**config.mk**
```make
export PLATFORM = sky130hd
export DESIGN_NAME = ascon_aead128_engine
export DESIGN_NICKNAME = d
export VERILOG_FILES = /design/src/design/asc_pkg.sv /design/src/design/asc_datapath.sv /design/src/design/asc_ctrl.sv /design/src/design/ascon_aead128_engine.sv
export SDC_FILE = /design/constraint.sdc
export NUM_CORES = 2
export LEC_CHECK = 0
export ABC_AREA = 0
export BUFFER_PORTS_ARGS = -buffer_cell sky130_fd_sc_hd__buf_2
export CORE_MARGIN = 2
export CORE_UTILIZATION = 35
export DETAILED_ROUTE_END_ITERATION = 10
export MAX_ROUTING_LAYER = met4
export PLACE_DENSITY = 0.5
export SETUP_SLACK_MARGIN = 0.05
export SYNTH_ARGS = -nofsm -noshare
export SYNTH_HDL_FRONTEND = slang
export SYNTH_SLANG_ARGS = --single-unit
```
**constraint.sdc**
```tcl
create_clock -name clk_i -period 14.3 [get_ports clk_i]
set_input_delay 2.86 -clock clk_i [delete_from_list [all_inputs] [get_ports clk_i]]
set_output_delay 2.86 -clock clk_i [all_outputs]
set_load 0.02 [all_outputs]
```
**src/design/asc_pkg.sv**
```systemverilog
// ----------------------------------------------------------------------------
// asc_pkg: shared types and constants for the Ascon-AEAD128 engine
// Holds the request, kind, status, phase and controller enums, the datapath
// command struct, and the round function helpers.
// ----------------------------------------------------------------------------
package asc_pkg;

  localparam int unsigned MaxFullBlocks = 4;
  localparam int unsigned BufDepth      = MaxFullBlocks + 1;
  localparam int unsigned BufIdxW       = $clog2(BufDepth);
  localparam int unsigned CntW          = $clog2(BufDepth + 1);

  localparam logic [63:0] AeadIv  = 64'h00001000808c0001;
  localparam logic [63:0] DsepBit = 64'h8000000000000000;

  typedef enum logic [1:0] {
    REQ_START  = 2'd0,
    REQ_AD     = 2'd1,
    REQ_MSG    = 2'd2,
    REQ_FINISH = 2'd3
  } req_e;

  typedef enum logic [1:0] {
    KIND_DATA   = 2'd0,
    KIND_TAG    = 2'd1,
    KIND_STATUS = 2'd2
  } kind_e;

  typedef enum logic [1:0] {
    ST_OK       = 2'd0,
    ST_MISMATCH = 2'd1,
    ST_SEQ      = 2'd2,
    ST_OVERFLOW = 2'd3
  } status_e;

  typedef enum logic [2:0] {
    PH_IDLE     = 3'd0,
    PH_AD_NONE  = 3'd1,
    PH_AD_OPEN  = 3'd2,
    PH_MSG      = 3'd3,
    PH_MSG_DONE = 3'd4
  } phase_e;

  // Controller states.
  typedef enum logic [3:0] {
    S_IDLE,      // wait for item
    S_DECODE,    // item captured, classify
    S_PERM,      // run rounds
    S_POST,      // apply post-permutation step
    S_EMIT,      // present one result
    S_REL,       // release buffered plaintext
    S_STAT       // decrypt status result
  } ctrl_e;

  // Datapath operation codes issued by the controller.
  typedef enum logic [3:0] {
    OP_NONE,
    OP_INIT,        // load IV/key/nonce
    OP_INIT_POST,   // xor key into lanes 3/4
    OP_AD_ABSORB,   // absorb AD block with padding
    OP_AD_PAD1,     // xor 1 into lane 0 (padding-only AD block)
    OP_DSEP,        // xor domain bit
    OP_MSG_ENC,
    OP_MSG_DEC,
    OP_FIN_PRE,     // final pad and key xor
    OP_FIN_POST,
    OP_ROUND
  } op_e;

  typedef struct packed {
    op_e        op;
    logic [3:0] rnd;     // round constant index
    logic       pad;     // message ends here (n < 16)
    logic       msg_pad1;// finish after full/no message
  } dp_cmd_t;

  function automatic logic [63:0] rotr(logic [63:0] x, int unsigned r);
    return (x >> r) | (x << (64 - r));
  endfunction

  function automatic logic [63:0] byte_mask(logic [3:0] k);
    logic [63:0] m;
    m = '0;
    for (int i = 0; i < 8; i++) begin
      if (i < int'(k)) m[i*8 +: 8] = 8'hFF;
    end
    return m;
  endfunction

  function automatic logic [63:0] pad_bit(logic [3:0] k);
    logic [63:0] p;
    p = '0;
    for (int i = 0; i < 8; i++) begin
      if (i == int'(k)) p[i*8] = 1'b1;
    end
    return p;
  endfunction

  typedef logic [4:0][63:0] lanes_t;

  function automatic lanes_t ascon_round(lanes_t si, logic [3:0] idx);
    lanes_t s;
    logic [63:0] t0, t1, t2, t3, t4;
    logic [7:0] rc;
    s  = si;
    rc = {4'hF - idx, idx};
    s[2] = s[2] ^ {56'd0, rc};
    s[0] = s[0] ^ s[4]; s[4] = s[4] ^ s[3]; s[2] = s[2] ^ s[1];
    t0 = ~s[0] & s[1]; t1 = ~s[1] & s[2]; t2 = ~s[2] & s[3];
    t3 = ~s[3] & s[4]; t4 = ~s[4] & s[0];
    s[0] = s[0] ^ t1; s[1] = s[1] ^ t2; s[2] = s[2] ^ t3;
    s[3] = s[3] ^ t4; s[4] = s[4] ^ t0;
    s[1] = s[1] ^ s[0]; s[0] = s[0] ^ s[4]; s[3] = s[3] ^ s[2]; s[2] = ~s[2];
    s[0] = s[0] ^ rotr(s[0], 19) ^ rotr(s[0], 28);
    s[1] = s[1] ^ rotr(s[1], 61) ^ rotr(s[1], 39);
    s[2] = s[2] ^ rotr(s[2], 1) ^ rotr(s[2], 6);
    s[3] = s[3] ^ rotr(s[3], 10) ^ rotr(s[3], 17);
    s[4] = s[4] ^ rotr(s[4], 7) ^ rotr(s[4], 41);
    return s;
  endfunction

endpackage

```
**src/design/asc_datapath.sv**
```systemverilog
// ----------------------------------------------------------------------------
// asc_datapath: Ascon state, round unit and plaintext buffer
// One permutation round per cycle on the 320-bit state; holds the decrypt
// plaintext buffer, the last ciphertext block and the tag compare.
// ----------------------------------------------------------------------------
module asc_datapath import asc_pkg::*; (
  input  logic                 clk_i,
  input  logic                 rst_ni,
  input  dp_cmd_t              cmd_i,
  input  logic [63:0]          key_lo_i,
  input  logic [63:0]          key_hi_i,
  input  logic [63:0]          d0_i,
  input  logic [63:0]          d1_i,
  input  logic [4:0]           n_i,
  input  logic                 buf_wr_i,
  input  logic [BufIdxW-1:0]   buf_wr_idx_i,
  input  logic [BufIdxW-1:0]   buf_rd_idx_i,
  output logic [63:0]          ct0_o,
  output logic [63:0]          ct1_o,
  output logic [63:0]          s3_o,
  output logic [63:0]          s4_o,
  output logic                 tag_ok_o,
  output logic [127:0]         buf_data_o,
  output logic [4:0]           buf_len_o
);

  lanes_t      s_q, s_d;
  logic [3:0]  k0, k1;
  logic [63:0] m0, m1, c0, c1;
  logic [63:0] ct0_q, ct1_q;
  logic [127:0] buf_mem [BufDepth];
  logic [4:0]   len_mem [BufDepth];

  assign k0 = (n_i >= 5'd8) ? 4'd8 : n_i[3:0];
  assign k1 = (n_i >= 5'd8) ? 4'(n_i - 5'd8) : 4'd0;
  assign m0 = byte_mask(k0);
  assign m1 = byte_mask(k1);
  assign c0 = d0_i & m0;
  assign c1 = d1_i & m1;

  always_comb begin
    s_d = s_q;
    unique case (cmd_i.op)
      OP_INIT: begin
        s_d[0] = AeadIv; s_d[1] = key_lo_i; s_d[2] = key_hi_i;
        s_d[3] = d0_i;   s_d[4] = d1_i;
      end
      OP_INIT_POST, OP_FIN_POST: begin
        s_d[3] = s_q[3] ^ key_lo_i; s_d[4] = s_q[4] ^ key_hi_i;
      end
      OP_AD_ABSORB, OP_MSG_ENC: begin
        s_d[0] = s_q[0] ^ c0;
        s_d[1] = s_q[1] ^ c1;
        if (cmd_i.pad) begin
          if (n_i < 5'd8) s_d[0] = s_d[0] ^ pad_bit(k0);
          else            s_d[1] = s_d[1] ^ pad_bit(k1);
        end
      end
      OP_MSG_DEC: begin
        s_d[0] = (s_q[0] & ~m0) | c0;
        s_d[1] = (s_q[1] & ~m1) | c1;
        if (cmd_i.pad) begin
          if (n_i < 5'd8) s_d[0] = s_d[0] ^ pad_bit(k0);
          else            s_d[1] = s_d[1] ^ pad_bit(k1);
        end
      end
      OP_AD_PAD1: s_d[0] = s_q[0] ^ 64'd1;
      OP_DSEP:    s_d[4] = s_q[4] ^ DsepBit;
      OP_FIN_PRE: begin
        s_d[0] = s_q[0] ^ {63'd0, cmd_i.msg_pad1};
        s_d[2] = s_q[2] ^ key_lo_i; s_d[3] = s_q[3] ^ key_hi_i;
      end
      OP_ROUND: s_d = ascon_round(s_q, cmd_i.rnd);
      default: ;
    endcase
  end

  always_ff @(posedge clk_i or negedge rst_ni) begin
    if (!rst_ni) s_q <= '0;
    else         s_q <= s_d;
  end

  // Hold the ciphertext of the block just encrypted until its result item.
  always_ff @(posedge clk_i) begin
    if (cmd_i.op == OP_MSG_ENC) begin
      ct0_q <= (s_q[0] ^ c0) & m0;
      ct1_q <= (s_q[1] ^ c1) & m1;
    end
  end

  always_ff @(posedge clk_i) begin
    if (buf_wr_i) begin
      buf_mem[buf_wr_idx_i] <= {(s_q[1] ^ c1) & m1, (s_q[0] ^ c0) & m0};
      len_mem[buf_wr_idx_i] <= n_i;
    end
  end

  assign buf_data_o = buf_mem[buf_rd_idx_i];
  assign buf_len_o  = len_mem[buf_rd_idx_i];
  assign ct0_o = ct0_q;
  assign ct1_o = ct1_q;
  assign s3_o = s_q[3];
  assign s4_o = s_q[4];
  // Compared in the cycle that applies the final key xor.
  assign tag_ok_o = ((s_q[3] ^ key_lo_i) == d0_i) && ((s_q[4] ^ key_hi_i) == d1_i);

endmodule

```
**src/design/asc_ctrl.sv**
```systemverilog
// ----------------------------------------------------------------------------
// asc_ctrl: Ascon engine sequencer
// Decodes items against the phase, sequences rounds and result items.
// ----------------------------------------------------------------------------
module asc_ctrl import asc_pkg::*; (
  input  logic               clk_i,
  input  logic               rst_ni,
  input  logic               in_valid_i,
  output logic               in_ready_o,
  input  logic [1:0]         req_i,
  input  logic               dec_i,
  input  logic [4:0]         n_i,
  output logic               cap_o,
  output dp_cmd_t            cmd_o,
  output logic               buf_wr_o,
  output logic [BufIdxW-1:0] buf_wr_idx_o,
  output logic [BufIdxW-1:0] buf_rd_idx_o,
  input  logic               tag_ok_i,
  output logic               out_valid_o,
  input  logic               out_ready_i,
  output logic [1:0]         res_kind_o,
  output logic [1:0]         res_status_o,
  output logic               res_last_o,
  output logic               res_from_buf_o,
  output logic               res_zero_o,
  output logic               res_state_o
);

  ctrl_e       st_q, st_d;
  phase_e      ph_q, ph_d;
  logic        dir_q, dir_d;
  logic [CntW-1:0] cnt_q, cnt_d;
  logic [3:0]  rnd_q, rnd_d;
  op_e         post_q, post_d;
  logic        fin_q, fin_d;      // permutation belongs to finish
  logic        dsep_q, dsep_d;    // domain separation after post step
  logic        ok_q, ok_d;
  logic [CntW-1:0] rel_q, rel_d;
  logic [1:0]  kind_q, kind_d, stat_q, stat_d;
  logic        rq_q;              // captured: req
  logic [1:0]  req_q;
  logic        dec_q;
  logic [4:0]  nq;
  logic        pend_q, pend_d;    // second permutation pending (close AD then op)
  logic [4:0]  n16;

  assign n16 = (n_i > 5'd16) ? 5'd16 : n_i;

  // The controller captures the item in S_IDLE and keeps a local copy.
  always_ff @(posedge clk_i or negedge rst_ni) begin
    if (!rst_ni) begin
      req_q <= REQ_START; dec_q <= 1'b0; nq <= '0; rq_q <= 1'b0;
    end else if (cap_o) begin
      req_q <= req_i; dec_q <= dec_i; nq <= n16; rq_q <= 1'b1;
    end
  end

  assign in_ready_o = (st_q == S_IDLE);
  assign cap_o      = in_valid_i && in_ready_o;

  always_comb begin
    st_d = st_q; ph_d = ph_q; dir_d = dir_q; cnt_d = cnt_q; rnd_d = rnd_q;
    post_d = post_q; fin_d = fin_q; dsep_d = dsep_q; ok_d = ok_q;
    rel_d = rel_q; kind_d = kind_q; stat_d = stat_q; pend_d = pend_q;
    unique case (st_q)
      S_IDLE: if (cap_o) st_d = S_DECODE;
      S_DECODE: begin
        fin_d = 1'b0; dsep_d = 1'b0; pend_d = 1'b0;
        unique case (req_e'(req_q))
          REQ_START: begin
            dir_d = dec_q; ph_d = PH_AD_NONE; cnt_d = '0;
            rnd_d = 4'd0; post_d = OP_INIT_POST; st_d = S_PERM;
          end
          REQ_AD: begin
            if (ph_q != PH_AD_NONE && ph_q != PH_AD_OPEN) begin
              kind_d = KIND_STATUS; stat_d = ST_SEQ; ph_d = PH_IDLE; cnt_d = '0;
              st_d = S_EMIT;
            end else if (ph_q == PH_AD_NONE && nq == 5'd0) begin
              ph_d = PH_MSG; st_d = S_IDLE;
            end else begin
              rnd_d = 4'd4; post_d = OP_NONE; st_d = S_PERM;
              dsep_d = (nq != 5'd16);
              ph_d = (nq == 5'd16) ? PH_AD_OPEN : PH_MSG;
            end
          end
          REQ_MSG, REQ_FINISH: begin
            if (ph_q == PH_IDLE || (req_q == REQ_MSG && ph_q == PH_MSG_DONE)) begin
              kind_d = KIND_STATUS; stat_d = ST_SEQ; ph_d = PH_IDLE; cnt_d = '0;
              st_d = S_EMIT;
            end else if (ph_q == PH_AD_OPEN) begin
              // padding-only AD block, then domain separation
              rnd_d = 4'd4; post_d = OP_NONE; dsep_d = 1'b1; pend_d = 1'b1;
              ph_d = PH_MSG; st_d = S_PERM;
            end else if (ph_q == PH_AD_NONE) begin
              dsep_d = 1'b1; pend_d = 1'b1; ph_d = PH_MSG; st_d = S_POST;
              post_d = OP_NONE;
            end else begin
              pend_d = 1'b1; st_d = S_POST; post_d = OP_NONE;
            end
          end
          default: st_d = S_IDLE;
        endcase
      end
      S_PERM: begin
        if (rnd_q == 4'd11) st_d = S_POST;
        rnd_d = rnd_q + 4'd1;
      end
      S_POST: begin
        if (dsep_q) dsep_d = 1'b0;
        else if (fin_q) begin
          fin_d = 1'b0; ph_d = PH_IDLE;
          if (!dir_q) begin
            kind_d = KIND_TAG; stat_d = ST_OK; cnt_d = '0; st_d = S_EMIT;
          end else begin
            ok_d = tag_ok_i; rel_d = '0;
            st_d = (cnt_q == '0) ? S_STAT : S_REL;
          end
        end else if (pend_q) begin
          pend_d = 1'b0;
          if (req_q == REQ_FINISH) begin
            fin_d = 1'b1; rnd_d = 4'd0; st_d = S_PERM;
          end else if (dir_q) begin
            if ((nq == 5'd16 && cnt_q >= CntW'(MaxFullBlocks)) ||
                cnt_q >= CntW'(BufDepth)) begin
              kind_d = KIND_STATUS; stat_d = ST_OVERFLOW; ph_d = PH_IDLE;
              cnt_d = '0; st_d = S_EMIT;
            end else begin
              cnt_d = cnt_q + 1'b1;
              if (nq == 5'd16) begin rnd_d = 4'd4; st_d = S_PERM; end
              else begin ph_d = PH_MSG_DONE; st_d = S_IDLE; end
            end
          end else begin
            kind_d = KIND_DATA; stat_d = ST_OK;
            if (nq == 5'd16) begin rnd_d = 4'd4; st_d = S_PERM; end
            else begin ph_d = PH_MSG_DONE; st_d = S_EMIT; end
          end
        end else if (post_q == OP_NONE && req_q == REQ_MSG && !dir_q &&
                     rq_q && kind_q == KIND_DATA && stat_q == ST_OK &&
                     nq == 5'd16 && ph_q == PH_MSG) begin
          st_d = S_EMIT;
        end else begin
          st_d = S_IDLE;
        end
      end
      S_EMIT: if (out_ready_i) st_d = S_IDLE;
      S_REL: begin
        if (out_ready_i) begin
          rel_d = rel_q + 1'b1;
          if (rel_q + 1'b1 == cnt_q) st_d = S_STAT;
        end
      end
      S_STAT: if (out_ready_i) begin cnt_d = '0; st_d = S_IDLE; end
      default: st_d = S_IDLE;
    endcase
  end

  // Datapath command, one per cycle.
  always_comb begin
    cmd_o = '{op: OP_NONE, rnd: rnd_q, pad: (nq != 5'd16),
              msg_pad1: (ph_q == PH_MSG)};
    buf_wr_o = 1'b0;
    unique case (st_q)
      S_DECODE: begin
        unique case (req_e'(req_q))
          REQ_START: cmd_o.op = OP_INIT;
          REQ_AD: if ((ph_q == PH_AD_NONE || ph_q == PH_AD_OPEN) &&
                      !(ph_q == PH_AD_NONE && nq == 5'd0)) cmd_o.op = OP_AD_ABSORB;
                  else if (ph_q == PH_AD_NONE) cmd_o.op = OP_DSEP;
          default: if (ph_q == PH_AD_OPEN) cmd_o.op = OP_AD_PAD1;
        endcase
      end
      S_PERM: cmd_o.op = OP_ROUND;
      S_POST: begin
        if (dsep_q) cmd_o.op = OP_DSEP;
        else if (fin_q) cmd_o.op = OP_FIN_POST;
        else if (pend_q) begin
          if (req_q == REQ_FINISH) cmd_o.op = OP_FIN_PRE;
          else if (dir_q) begin
            if (!((nq == 5'd16 && cnt_q >= CntW'(MaxFullBlocks)) ||
                  cnt_q >= CntW'(BufDepth))) begin
              cmd_o.op = OP_MSG_DEC; buf_wr_o = 1'b1;
            end
          end else cmd_o.op = OP_MSG_ENC;
        end else cmd_o.op = post_q;
      end
      default: ;
    endcase
  end

  assign buf_wr_idx_o = cnt_q[BufIdxW-1:0];
  assign buf_rd_idx_o = rel_q[BufIdxW-1:0];

  always_ff @(posedge clk_i or negedge rst_ni) begin
    if (!rst_ni) begin
      st_q <= S_IDLE; ph_q <= PH_IDLE; dir_q <= 1'b0; cnt_q <= '0;
      rnd_q <= '0; post_q <= OP_NONE; fin_q <= 1'b0; dsep_q <= 1'b0;
      ok_q <= 1'b0; rel_q <= '0; kind_q <= KIND_DATA; stat_q <= ST_OK;
      pend_q <= 1'b0;
    end else begin
      st_q <= st_d; ph_q <= ph_d; dir_q <= dir_d; cnt_q <= cnt_d;
      rnd_q <= rnd_d; post_q <= post_d; fin_q <= fin_d; dsep_q <= dsep_d;
      ok_q <= ok_d; rel_q <= rel_d; kind_q <= kind_d; stat_q <= stat_d;
      pend_q <= pend_d;
    end
  end

  // Result item control.
  always_comb begin
    out_valid_o    = 1'b0;
    res_kind_o     = kind_q;
    res_status_o   = stat_q;
    res_last_o     = 1'b1;
    res_from_buf_o = 1'b0;
    res_zero_o     = 1'b0;
    res_state_o    = 1'b0;
    unique case (st_q)
      S_EMIT: begin
        out_valid_o = 1'b1;
        res_state_o = (kind_q != KIND_STATUS);
      end
      S_REL: begin
        out_valid_o = 1'b1; res_kind_o = KIND_DATA; res_status_o = ST_OK;
        res_last_o = 1'b0; res_from_buf_o = 1'b1; res_zero_o = !ok_q;
      end
      S_STAT: begin
        out_valid_o = 1'b1; res_kind_o = KIND_STATUS;
        res_status_o = ok_q ? ST_OK : ST_MISMATCH;
      end
      default: ;
    endcase
  end

`ifndef SYNTHESIS
  a_cnt_bound: assert property (@(posedge clk_i) disable iff (!rst_ni)
    cnt_q <= CntW'(BufDepth)) else $error("buffer count out of range");
  a_ready_idle: assert property (@(posedge clk_i) disable iff (!rst_ni)
    out_valid_o |-> !in_ready_o) else $error("ready while presenting result");
  a_rel_bound: assert property (@(posedge clk_i) disable iff (!rst_ni)
    (st_q == S_REL) |-> (rel_q < cnt_q)) else $error("release index overrun");
`endif

endmodule

```
**src/design/ascon_aead128_engine.sv**
```systemverilog
// ----------------------------------------------------------------------------
// ascon_aead128_engine: streaming Ascon-AEAD128 encrypt/decrypt engine
// Key from two config registers, items in, data/tag/status items out.
// ----------------------------------------------------------------------------
//  channel   dir  payload
//  s_axis    in   tdata {byte_count, data_hi, data_lo, decrypt, req_type}
//  m_axis    out  tdata {last, status, out_bytes, out_hi, out_lo, out_kind}
//  cfg       in   cfg_we_i / cfg_idx_i / cfg_data_i (key_low, key_high)
//
// Start and finish take 12 rounds; AD and full message blocks take 8 rounds,
// one round per cycle through the round unit.
// Decrypt finish then releases one buffered block per accepted output item.
// One item is in work at a time; tready is low until its results are taken.
// Reset clears the state, phase and counts; the plaintext buffer is not reset.
module ascon_aead128_engine import asc_pkg::*; (
  input  logic         clk_i,
  input  logic         rst_ni,
  input  logic         s_axis_tvalid,
  output logic         s_axis_tready,
  // [1:0] req_type, [2] decrypt, [66:3] data_lo, [130:67] data_hi,
  // [135:131] byte_count
  input  logic [135:0] s_axis_tdata,
  output logic         m_axis_tvalid,
  input  logic         m_axis_tready,
  // [1:0] out_kind, [65:2] out_lo, [129:66] out_hi, [134:130] out_bytes,
  // [136:135] status, [137] last
  output logic [143:0] m_axis_tdata,
  input  logic         cfg_we_i,
  input  logic         cfg_idx_i,
  input  logic [63:0]  cfg_data_i
);

  logic [63:0]  key_lo_q, key_hi_q;
  logic [63:0]  d0_q, d1_q;
  logic [4:0]   n_q;
  logic         cap;
  dp_cmd_t      cmd;
  logic         buf_wr, tag_ok;
  logic [BufIdxW-1:0] wr_idx, rd_idx;
  logic [63:0]  ct0, ct1, s3, s4;
  logic [127:0] bdata;
  logic [4:0]   blen;
  logic [1:0]   rkind, rstat;
  logic         rlast, rbuf, rzero, rstate;
  logic [63:0]  olo, ohi;
  logic [4:0]   obytes;

  // Key registers.
  always_ff @(posedge clk_i or negedge rst_ni) begin
    if (!rst_ni) begin
      key_lo_q <= '0; key_hi_q <= '0;
    end else if (cfg_we_i) begin
      if (cfg_idx_i == 1'b0) key_lo_q <= cfg_data_i;
      else                   key_hi_q <= cfg_data_i;
    end
  end

  // Hold the accepted item's payload.
  always_ff @(posedge clk_i) begin
    if (cap) begin
      d0_q <= s_axis_tdata[66:3];
      d1_q <= s_axis_tdata[130:67];
      n_q  <= (s_axis_tdata[135:131] > 5'd16) ? 5'd16 : s_axis_tdata[135:131];
    end
  end

  asc_ctrl u_ctrl (
    .clk_i, .rst_ni,
    .in_valid_i(s_axis_tvalid), .in_ready_o(s_axis_tready),
    .req_i(s_axis_tdata[1:0]), .dec_i(s_axis_tdata[2]), .n_i(s_axis_tdata[135:131]),
    .cap_o(cap), .cmd_o(cmd), .buf_wr_o(buf_wr), .buf_wr_idx_o(wr_idx),
    .buf_rd_idx_o(rd_idx), .tag_ok_i(tag_ok),
    .out_valid_o(m_axis_tvalid), .out_ready_i(m_axis_tready),
    .res_kind_o(rkind), .res_status_o(rstat), .res_last_o(rlast),
    .res_from_buf_o(rbuf), .res_zero_o(rzero), .res_state_o(rstate)
  );

  asc_datapath u_dp (
    .clk_i, .rst_ni, .cmd_i(cmd), .key_lo_i(key_lo_q), .key_hi_i(key_hi_q),
    .d0_i(d0_q), .d1_i(d1_q), .n_i(n_q), .buf_wr_i(buf_wr),
    .buf_wr_idx_i(wr_idx), .buf_rd_idx_i(rd_idx),
    .ct0_o(ct0), .ct1_o(ct1), .s3_o(s3), .s4_o(s4), .tag_ok_o(tag_ok),
    .buf_data_o(bdata), .buf_len_o(blen)
  );

  // Select the result payload. Encrypt data comes from the ciphertext
  // register, loaded at absorb time, so a full block is still right after
  // its permutation has run.
  always_comb begin
    olo = '0; ohi = '0; obytes = '0;
    if (rbuf) begin
      olo = rzero ? 64'd0 : bdata[63:0];
      ohi = rzero ? 64'd0 : bdata[127:64];
      obytes = blen;
    end else if (rstate) begin
      if (rkind == KIND_TAG) begin
        olo = s3; ohi = s4; obytes = 5'd16;
      end else begin
        olo = ct0; ohi = ct1; obytes = n_q;
      end
    end
  end

  assign m_axis_tdata = {6'd0, rlast, rstat, obytes, ohi, olo, rkind};

`ifndef SYNTHESIS
  a_out_last: assert property (@(posedge clk_i) disable iff (!rst_ni)
    (m_axis_tvalid && m_axis_tdata[1:0] == KIND_TAG) |-> m_axis_tdata[137])
    else $error("tag item without last");
  a_no_both: assert property (@(posedge clk_i) disable iff (!rst_ni)
    !(s_axis_tready && m_axis_tvalid)) else $error("accept during result");
  a_status_zero: assert property (@(posedge clk_i) disable iff (!rst_ni)
    (m_axis_tvalid && m_axis_tdata[1:0] == KIND_STATUS) |-> m_axis_tdata[134:2] == '0)
    else $error("status item carries data");
`endif

endmodule
```
==> impl.org <==
** Floorplanning
- Row cnt :: 176
- Die Area :: 235600 µm²
- Number of top-level pins :: 352
- Floorplan die width :: 485.4 µm
- Core Region :: 230100 µm²
- Height of the die :: 485.4 µm
- Starting density of the core :: 0.3524

** Logic synthesis
- The Yosys step of the flow raised 0 warnings.
- Post-synthesis instance area :: 81090 µm²
- Number of enable flip-flop cells after synthesis :: 926
- For this run, asynchronously set or reset flops after synthesis account for 0.3423.
- Mean Syn Cell Area :: 11.79 µm²
- Synthesis handed over a netlist of 6880 instances.
- Counting flops and latches in the post-synthesis netlist gives 1408.
- Most instantiated flip-flop cell in the synthesis netlist :: edfxtp_1
- Of the synthesized area, sequential elements account for 0.4916.
- Yosys mapped the design onto 101 distinct sky130hd cell types.

** Timing
- The final-report max-slew violation count was 0.
- TNS Setup :: 0 ns
- In this run the tightest slew margin relative to its limit is 0.03112.
- Setup repair after global routing left no endpoint under its margin.
- For the pin with the worst max-slew slack, the measured transition is 1.443 ns.
- In the finished design, the share of the clock period the worst path needs comes to 0.5284.
- For this run, the top clock speed supported by timing is 132.3 MHz.
- For the finished layout, the period the worst path requires is 7.556 ns.
- Fin Clk Skew :: 0.06439 ns
- Final hold violation count :: 0
- Setup violators final :: 0

** Route
- Dividing the detail-routed via count by the number of cells gives 6.096.
- Count of nets left with antenna violations after detail routing :: 0
- Number of design-rule violations left by the first detailed-router iteration :: 8973
- After detailed routing, the number of remaining DRC violations is 0.
- Detailed-routing iteration count for the pre-antenna-repair pass :: 8
- Final routed wire length divided by cell count :: 37.90 µm
- The final route contains 62693 vias.
- Wire length after detailed routing :: 389700 µm

** Min path
- Along the worst hold path, the cell count comes to 1.
- The startpoint identified for the worst hold timing path is u_ctrl.rq_q$_DFFE_PN0P_.
- Kind of path behind the tightest hold check :: register to register

** Global routing
- The initial antenna violation count came to 49.
- Entering global routing, the biggest net connects 137 pins.
- Vias in the first global route :: 59427
- The first global-routing pass estimated 526900 µm of wire.
- Total gr overflow :: 0
- In the global route stage, overall resource usage came out at 0.3336.

** Job
- Max-cap violations in this run came to 0.

** Cells and area
- At the end of the flow, the number of nets in the layout was 7423.
- The filler cells instantiated in the layout total 21850.
- Most frequent cells in the layout :: xnor2_1 (981), edfxtp_1 (926), dfrtp_1 (479), xor2_1 (397), nor2_1 (388)
- Ratio of cells with drive above 1 in the final layout :: 0.1657
- The library cell used most frequently in the layout, excluding fill and tap cells, is xnor2_1.
- From synthesis to final layout, the design area changed by 13.84%.
- Once layout is complete, the utilization of the core stands at 0.4012.

** Critical path
- Required time of the critical path :: 11.44 ns
- The setup path with the least slack is of type register to primary output.
- Kind of launch point of the worst setup path :: register
- Kind of end point of the critical path :: primary output
- Reg2Reg Depth :: 10
- In this run the critical register-to-register path is launched from u_ctrl.st_q[0]$_DFFE_PN0P_.
- Of all nets on the critical path, the largest fanout is 40.
- Tracing the worst setup path back leads to its startpoint at u_ctrl.st_q[0]$_DFFE_PN0P_.
- STA puts the critical path data arrival time at 4.70 ns.

** CTS
- CTS tree :: built
- Clock tree buffer depth :: 3
- Setup repair bufs after CTS :: 0
- Clock slew at the register clock pins of the worst setup and hold paths :: 0.07 ns
- Clock latency on the worst-skew pair, taken at its later pin, is 0.89 ns.
- Counting the buffers created by CTS gives 165.
- Number of gates resized after CTS :: 0
- Num Clock Sinks :: 1408
- Clock root cell :: clkbuf_16
- CTS built an H-tree with a depth of 4.
- For this design, the CTS-stage hold fixing added 0 buffers.

** Place
- At the end of routability-driven placement, the weighted congestion stood at 1.091.
- Dpl hpwl :: 285600 µm
- Port buffering added 345 buffers.

** Outcome
- The run finished with clean final reports.
[cell type report]
cell class                 count  area (µm²)  share of cell area
multi-input combinational   4730       38650              0.4187
timing repair buffer         568        3436             0.03722
inverter                     209       789.5            0.008552
clock inverter                99        1217             0.01319
sequential                  1408       39880              0.4320
tap                         3026        3786             0.04101
antenna                       38       95.09            0.001030
clock buffer                 206        4464             0.04836
[worst max-delay path, stage by stage (launching register included)]
cell and delay [ns]:
dfrtp_1 0.83, xor2_1 0.17, a21oi_1 0.24, nor2b_4 0.38, buf_4 0.55, buf_4 0.75, mux2i_1 0.18, o22ai_1 0.28
buf_2 0.22
[per-stage QoR]
stage / cell area [µm²] / setup slack (ns) / hold slack, ns / instances
detailed placement: 86540 / 7.605 / 0.4675 / 9941
global route: 92310 / 6.507 / 0.5071 / 10280
finish: 92320 / 6.744 / 0.4831 / 10284
CTS: 92220 / 6.651 / 0.4883 / 10246
floorplan: 81120 / 3.371 / 0.4255 / 6885
global placement: 86540 / 7.685 / 0.4650 / 9941
[worst paths after layout]
kind / slack [ns] / to
hold reg to reg: 0.48 / u_ctrl.rq_q$_DFFE_PN0P_
hold / removal: 0.48 / u_ctrl.rq_q$_DFFE_PN0P_
min in group asynchronous: 1.98 / u_dp.s3_o[12]$_DFFE_PN0P_
max in group asynchronous: 9.38 / key_hi_q[55]$_DFFE_PN0P_
setup / recovery: 6.74 / m_axis_tdata[95]
setup reg to reg: 9.05 / u_dp.s_q[97]$_DFFE_PN0P_
[Yosys cell counts, types with 71 or more instances]
master    count  area [µm²]
xnor2_1     990        8671
edfxtp_1    926       27810
dfrtp_1     482       12060
xor2_1      406        3556
clkbuf_1    396        1486
nor2_1      394        1479
nand2_1     353        1325
mux2i_1     318        3183
o21ai_0     293        1466
o22ai_1     216        1351
inv_1       205       769.5
a21oi_1     160       800.8
a221oi_1    141        1235
mux2_2      139        1565
ha_1        135        1689
mux4_2      133        2995
a211oi_1    111       833.3
a222oi_1     84       840.8
o21ai_1      71       355.3
[flip-flops by register name, summed over array words and instances (netlist names), 2 cells and up]
| signal | count |
|---|---|
| u_dp.buf_mem | 640 |
| u_dp.s_q | 192 |
| d0_q | 64 |
| d1_q | 64 |
| key_hi_q | 64 |
| key_lo_q | 64 |
| u_dp.ct0_o | 64 |
| u_dp.ct1_o | 64 |
| u_dp.s3_o | 64 |
| u_dp.s4_o | 64 |
| u_dp.len_mem | 25 |
| n_q | 5 |
| u_ctrl.nq | 5 |
| u_ctrl.rnd_q | 4 |
| u_ctrl.buf_rd_idx_o | 3 |
| u_ctrl.buf_wr_idx_o | 3 |
| u_ctrl.ph_q | 3 |
| u_ctrl.st_q | 3 |
| u_ctrl.req_q | 2 |
| u_ctrl.stat_q | 2 |
[logic make-up after synthesis]
family,Yosys count,share of synthesized area
DFF,1408,0.4916
AOI/OAI and AO/OA,1474,0.1272
buffers and inverters,747,0.03708
adders and majority gates,197,0.02848
xor gates and xnor gates,1440,0.1630
other,1,0.00004624
muxes,590,0.09549
and+or+nand+nor,1023,0.05703
[per-layer routing]
metal	vias to the layer above	part of all wire	GRT usage
met5	-	0	-
met4	0	0.054	0.1566
met3	643	0.084	0.06159
met2	3450	0.43	0.4784
met1	32750	0.43	0.4555
li1	25850	-	-
Power is not shown: default switching activity piles up to over one toggle a cycle in this logic, so the estimate is an artifact.
